## config.mk

```make
export PLATFORM = sky130hd
export DESIGN_NAME = sdcm_ctrl
export DESIGN_NICKNAME = d
export VERILOG_FILES = /design/src/hw/rtl/sparse_disk_cluster_mapper_assert.svh /design/src/hw/rtl/sdcm_pkg.sv /design/src/hw/rtl/sdcm_ctrl.sv
export SDC_FILE = /design/constraint.sdc
export NUM_CORES = 1
export LEC_CHECK = 0
export BUFFER_PORTS_ARGS = -buffer_cell sky130_fd_sc_hd__buf_2
export CORE_AREA = 2 2 39 41
export CTS_BUF_LIST = sky130_fd_sc_hd__clkbuf_4
export CTS_CLUSTER_DIAMETER = 40
export DETAILED_ROUTE_END_ITERATION = 10
export DIE_AREA = 0 0 41 43
export PLACE_DENSITY = 0.56
export SLEW_MARGIN = 10
export SYNTH_ARGS = -nofsm -noshare
export SYNTH_HDL_FRONTEND = slang
export SYNTH_SLANG_ARGS = --single-unit
```

## constraint.sdc

```tcl
create_clock -name clk_i -period 1.5 [get_ports clk_i]
set_clock_uncertainty 0.05 [all_clocks]
set_input_delay 0.225 -clock clk_i [delete_from_list [all_inputs] [get_ports clk_i]]
set_output_delay 0.225 -clock clk_i [all_outputs]
set_load 0.01 [all_outputs]
```

## src/hw/rtl/sparse_disk_cluster_mapper_assert.svh

```systemverilog
// Assertion macros for the sparse disk cluster mapper.
`ifndef SPARSE_DISK_CLUSTER_MAPPER_ASSERT_SVH
`define SPARSE_DISK_CLUSTER_MAPPER_ASSERT_SVH

// Same-cycle implication.
`define SDCM_ASSERT_NOW(lbl, clk, rstn, ante, cons, msg) \
  lbl: assert property (@(posedge clk) disable iff (!rstn) (ante) |-> (cons)) else $error(msg);

// Next-cycle implication.
`define SDCM_ASSERT_NEXT(lbl, clk, rstn, ante, cons, msg) \
  lbl: assert property (@(posedge clk) disable iff (!rstn) (ante) |=> (cons)) else $error(msg);

`endif

```

## src/hw/rtl/sdcm_pkg.sv

```systemverilog
// Shared constants and controller/datapath interface types.
`default_nettype none
package sdcm_pkg;

  localparam int unsigned DEF_MAX_CLUSTERS = 1024;
  localparam int unsigned DEF_MAX_BLOCKS   = 65536;
  localparam int unsigned BLOCK_SHIFT      = 9;
  localparam int unsigned OFS_W            = 40;
  localparam int unsigned USED_OUT_W       = 11;

  localparam logic [4:0]  CB_MIN = 5'd9;
  localparam logic [4:0]  CB_MAX = 5'd24;

  localparam logic [4:0]  RST_CLUSTER_BITS = 5'd16;
  localparam logic [31:0] RST_DATA_START   = 32'd1048576;
  localparam logic [16:0] RST_DISK_BLOCKS  = 17'd65536;

  localparam logic [1:0] CFG_CLUSTER_BITS = 2'd0;
  localparam logic [1:0] CFG_DATA_START   = 2'd1;
  localparam logic [1:0] CFG_DISK_BLOCKS  = 2'd2;

  localparam logic [2:0] KIND_READ     = 3'd0;
  localparam logic [2:0] KIND_ZERO     = 3'd1;
  localparam logic [2:0] KIND_WRITE    = 3'd2;
  localparam logic [2:0] KIND_DROPPED  = 3'd3;
  localparam logic [2:0] KIND_MOVE     = 3'd4;
  localparam logic [2:0] KIND_TRUNC    = 3'd5;
  localparam logic [2:0] KIND_RANGE    = 3'd6;
  localparam logic [2:0] KIND_BAD      = 3'd7;

  typedef struct packed {
    logic clr;
    logic accept;
    logic look;
    logic scan;
    logic move;
    logic bad;
    logic trunc;
  } cmd_t;

  typedef struct packed {
    logic clr_done;
    logic out_free;
    logic need_free;
    logic scan_done;
    logic chk_ok;
    logic hi_is_cl;
  } sts_t;

endpackage
`default_nettype wire

```

## src/hw/rtl/sdcm_ctrl.sv

```systemverilog
// Access sequencer: clearing pass, lookup, free scan, check and truncate.
`default_nettype none
module sdcm_ctrl (
  input  wire logic          clk_i,
  input  wire logic          rst_ni,
  input  wire logic          in_valid_i,
  output logic               in_stall_o,
  input  wire sdcm_pkg::sts_t sts_i,
  output sdcm_pkg::cmd_t     cmd_o
);

  typedef enum logic [2:0] {
    ST_CLEAR,
    ST_IDLE,
    ST_LOOK,
    ST_SCAN,
    ST_CHECK,
    ST_TRUNC
  } state_e;

  state_e state_q, state_d;

  always_comb begin
    state_d = state_q;
    cmd_o   = '0;
    unique case (state_q)
      ST_CLEAR: begin
        if (sts_i.clr_done) begin
          state_d = ST_IDLE;
        end else begin
          cmd_o.clr = 1'b1;
        end
      end
      ST_IDLE: begin
        if (in_valid_i) begin
          cmd_o.accept = 1'b1;
          state_d      = ST_LOOK;
        end
      end
      ST_LOOK: begin
        if (sts_i.out_free) begin
          cmd_o.look = 1'b1;
          state_d    = sts_i.need_free ? ST_SCAN : ST_IDLE;
        end
      end
      ST_SCAN: begin
        cmd_o.scan = 1'b1;
        if (sts_i.scan_done) begin
          state_d = ST_CHECK;
        end
      end
      ST_CHECK: begin
        if (sts_i.out_free) begin
          if (!sts_i.chk_ok) begin
            cmd_o.bad = 1'b1;
            state_d   = ST_IDLE;
          end else begin
            cmd_o.move = !sts_i.hi_is_cl;
            state_d    = ST_TRUNC;
          end
        end
      end
      ST_TRUNC: begin
        if (sts_i.out_free) begin
          cmd_o.trunc = 1'b1;
          state_d     = ST_IDLE;
        end
      end
      default: state_d = ST_CLEAR;
    endcase
  end

  always_ff @(posedge clk_i or negedge rst_ni) begin
    if (!rst_ni) begin
      state_q <= ST_CLEAR;
    end else begin
      state_q <= state_d;
    end
  end

  assign in_stall_o = (state_q != ST_IDLE);

endmodule
`default_nettype wire

```

# == Word-level counts from Yosys, hierarchy flattened ==
# Cells that the tools add are included.
# word_totals
reg_bits,3
inputBits,9
output_inout_bits,8
wordCells,37
# classes
eq_ne,12
n_mux,21
reduce_logical,3
# op_table
operator,n
3-bit 2-to-1 mux,7
3-bit one-hot mux with 6 select lines,1
2-bit inequality test (second input constant),6
1-bit 2-to-1 mux,10
3-bit by 2-bit == test with 1-bit output (second input constant),2
3-bit == test (second input constant),2
2-bit 2-to-1 mux,3
6-bit AND reduction,1
3-bit by 1-bit == test with 1-bit output (second input constant),1
3-bit logical NOT,1
3-bit by 1-bit inequality test with 1-bit output (second input constant),1
1-bit logical NOT,1

# == Depth between registers and ports, before layout ==
# depth
depth_word,4
depth_mapped,4
ltp_nobuf,3

# == Least setup slack after synthesis ==
# OpenSTA, ideal clock, no wires.
# synth_timing
path_type,flip-flop to output port
start,register state_q[1]
end,output port cmd_o[2] in the netlist's numbering
arrival_time_ns,0.954
required_time_ns,1.225
path_slack_ns,0.271
path_stages_with_launch,5
path_buffers,1
path_cell_list,dfrtp_1 buf_6 inv_4 nand3_1 nor3_1
# synth_lines
element,line,text
start: declaration,sdcm_ctrl.sv:21,"state_e state_q, state_d;"
start signal: assignment,sdcm_ctrl.sv:77,state_q <= state_d;
end: declaration,sdcm_ctrl.sv:9,output sdcm_pkg::cmd_t cmd_o

==> qor.csv <==
metric,value,unit
worstSetupPathType,register to primary output,
power_frac_clock,21.0,%
cpPeakStageDelay,0.43,ns
seq_area,78.8,um^2
cap_violations,0,
largest_reg_flops,3,
clock_latency,0.23,ns
ys_seq_area_share,28.3,%
power.density,1900,nW/um^2
cts_root_buf,clkbuf_4,
gp_congestion,0.776,
synth_common_cells,"nor3_1 (4), dfrtp_1 (3), inv_1 (3), nand2_1 (3)",
numPortBuffers,16,
synth.distinct_cells,20,
grtUsageTotal,9.56,%
crit_required,1.22,ns
hold_start,sts_i[2],
synth_nets,42,
yosysTopAreaCell,dfrtp_1,
h-tree-depth,1,
synth_warnings,0,
dp_hpwl,505,um
area_growth,51.4,%
fin_setup_tns,0,ns
switchingPower,0.000321,W
largest_register,state_q,
min_period,1.44,ns
grt_max_degree,11,
fp.dieArea,1760,um^2
cts_made_buffers,3,
num_antenna_cells,0,
start_kind,register,
multiInputGateArea,150,um^2
p_leak,0.200,nW
yosys.area_share.xor_xnor,0,%
status,completed,
utilization,29.0,%
nets,63,
fmax,695,MHz
ys.flop_type,dfrtp_1,
critPathMaxFanout,5,
pwr-share-seq,28.0,%
comb_power_share,51.1,%
clkTransAtPathRegs,0.03,ns
synthAdderAreaFrac,3.77,%
syn_area_per_cell,8.04,um^2
pre_cts_ws,0.188,ns
ir_worst_vdd,0.000587,V
gr-total-overflow,0,
critPathBufInv,2,
worst_slack,0.0602,ns
detail_route.vias_per_cell,4.39,
synth.most_common_cell,nor3_1,
rows,14,
synth_area_leaders,"dfrtp_1 (28%), buf_6 (8.5%), nor3_1 (7.5%)",
syn_area,265,um^2
setup-violations-final,0,
cts_tree,yes,
initial_core_util,19.2,%
synth-compound-area-share,17.5,%
endpoint_kind,primary output,
fp.dieH,43,um
rsz0062_at_grt,yes,
critical-path-top-delay-family,flip-flops,
cp.arrival,1.16,ns
power.total,0.000763,W
io_pins,17,
core,1380,um^2
hold_viol_final,0,
internal_power,0.000441,W
fillers,147,
hp-class,input port to register,
cts_buffer_depth,2,
first_pass_iters,2,
synth_top_family_by_area,simple AND/OR/NAND/NOR gates,
grt_pass1_vias,302,
drtIter0Drc,1,
ys_ff_latch,3,
synth_top_area_share,28.3,%
yosys.area_share.simple,27.8,%
drive_gt1_share,56.6,%
crit_chain,inv_4 -> nand3_2 -> nor3_1 -> buf_2,
async_flop_share,100,%
cts.sinks,3,
synth_edf_count,0,
reg.largest.list,state_q: 3 flops,
post_drt_wl_per_cell,9.51,um
worst_pin_slew,0.224,ns
antenna_found_initial,0,
grt_pass1_wl,1120,um
timing.max_slew.rel_slack,85.0,%
dp_cells,62,
fin_cells,69,
crit_start,state_q[1],
finalCritPeriodShare,96.0,%
drc,0,
synthMuxAreaShare,5.66,%
slew_viol_final,0,
dieWidth,41,um
syn_inst,33,
postRouteAntennaNets,0,
p_sw_share,42.1,%
slowest_stage,dfrtp_2,
vias,303,
r2r_start,state_q[0],
wl,656,um
-- cell usage in the layout (no fill, tap or decap) --
cell           instances
inv_4                  1
a21oi_1                1
nand3_1                1
clkbuf_4               4
a32o_1                 1
dlygate4sd3_1          1
nor2_1                 2
maj3_1                 1
buf_2                 16
nand3_2                1
a211oi_2               1
nor4_1                 1
dfrtp_2                3
inv_1                  3
nor2_2                 1
a31oi_1                1
nor3_1                 4
buf_4                  2
o21ai_0                1
nand2b_1               2
o211ai_1               1
mux2_4                 1
nand2_1                3
-- final timing paths --
path,endpoint,slack [ns],depth (start not counted)
min,state_q[2],0.22,2
min in group asynchronous,state_q[0],0.26,2
max reg2reg,state_q[0],0.25,4
max in group asynchronous,state_q[2],1.02,2
min reg2reg,state_q[1],0.48,1
max,cmd_o[2],0.06,4
-- through the flow --
| step | hold slack [ns] | instance area (um^2) |
|---|---|---|
| after detailed placement | -0.0266 | 338 |
| after global placement | -0.0251 | 338 |
| after CTS | 0.211 | 388 |
| final | 0.217 | 402 |
| after floorplan | -0.121 | 265 |
| after global routing | 0.227 | 402 |
-- logic make-up (layout without fill, tap and decap cells) --
| family | after synthesis | after routing |
|---|---|---|
| AND/OR/NAND/NOR | 15 | 15 |
| buffers and inverters | 7 | 27 |
| AO/OA/AOI/OAI | 6 | 6 |
| flip-flops | 3 | 3 |
| adder cells (fa/ha/maj) | 1 | 1 |
| multiplexers | 1 | 1 |
-- power by group through the flow --
stage | sequential (W) | combinational [W] | clock, W
after floorplan | 0.000135 | 0.000366 | 0
after global routing | 0.000216 | 0.000432 | 0.000179
after global placement | 0.000226 | 0.000322 | 0
final | 0.000214 | 0.000389 | 0.000160
after detailed placement | 0.000226 | 0.000321 | 0
after CTS | 0.000220 | 0.000357 | 0.000169
-- what timing repair did --
| action | in CTS | in global routing |
|---|---|---|
| hold buffers | 1 | 0 |
| endpoints found under the hold margin | 3 | 0 |
| gates resized for setup | 2 | 2 |
| endpoints found under the setup margin | 3 | 2 |
| setup buffers | 1 | 1 |
| pin swaps | 0 | 1 |
-- cell type report --
type | count | area share (%)
clock buffers | 4 | 7.48
well taps | 16 | 4.98
flip-flops and latches | 3 | 19.6
multi-input cells | 23 | 37.4
inverters | 4 | 4.36
repair buffers | 19 | 26.2
-- worst register-to-register path, stage by stage (launching register included) --
cell and delay [ns]:
dfrtp_2 0.43, buf_4 0.15, nor2_2 0.04, maj3_1 0.34
a31oi_1 0.15
-- metal layers --
layer / wire length, um / track usage [%]
met1: 263 / 10.4
met2: 362 / 14.7
met3: 31 / 2.09
met4: 0 / 8.00
met5: 0 / 0
Note: power is estimated with default switching activity, not from simulation.
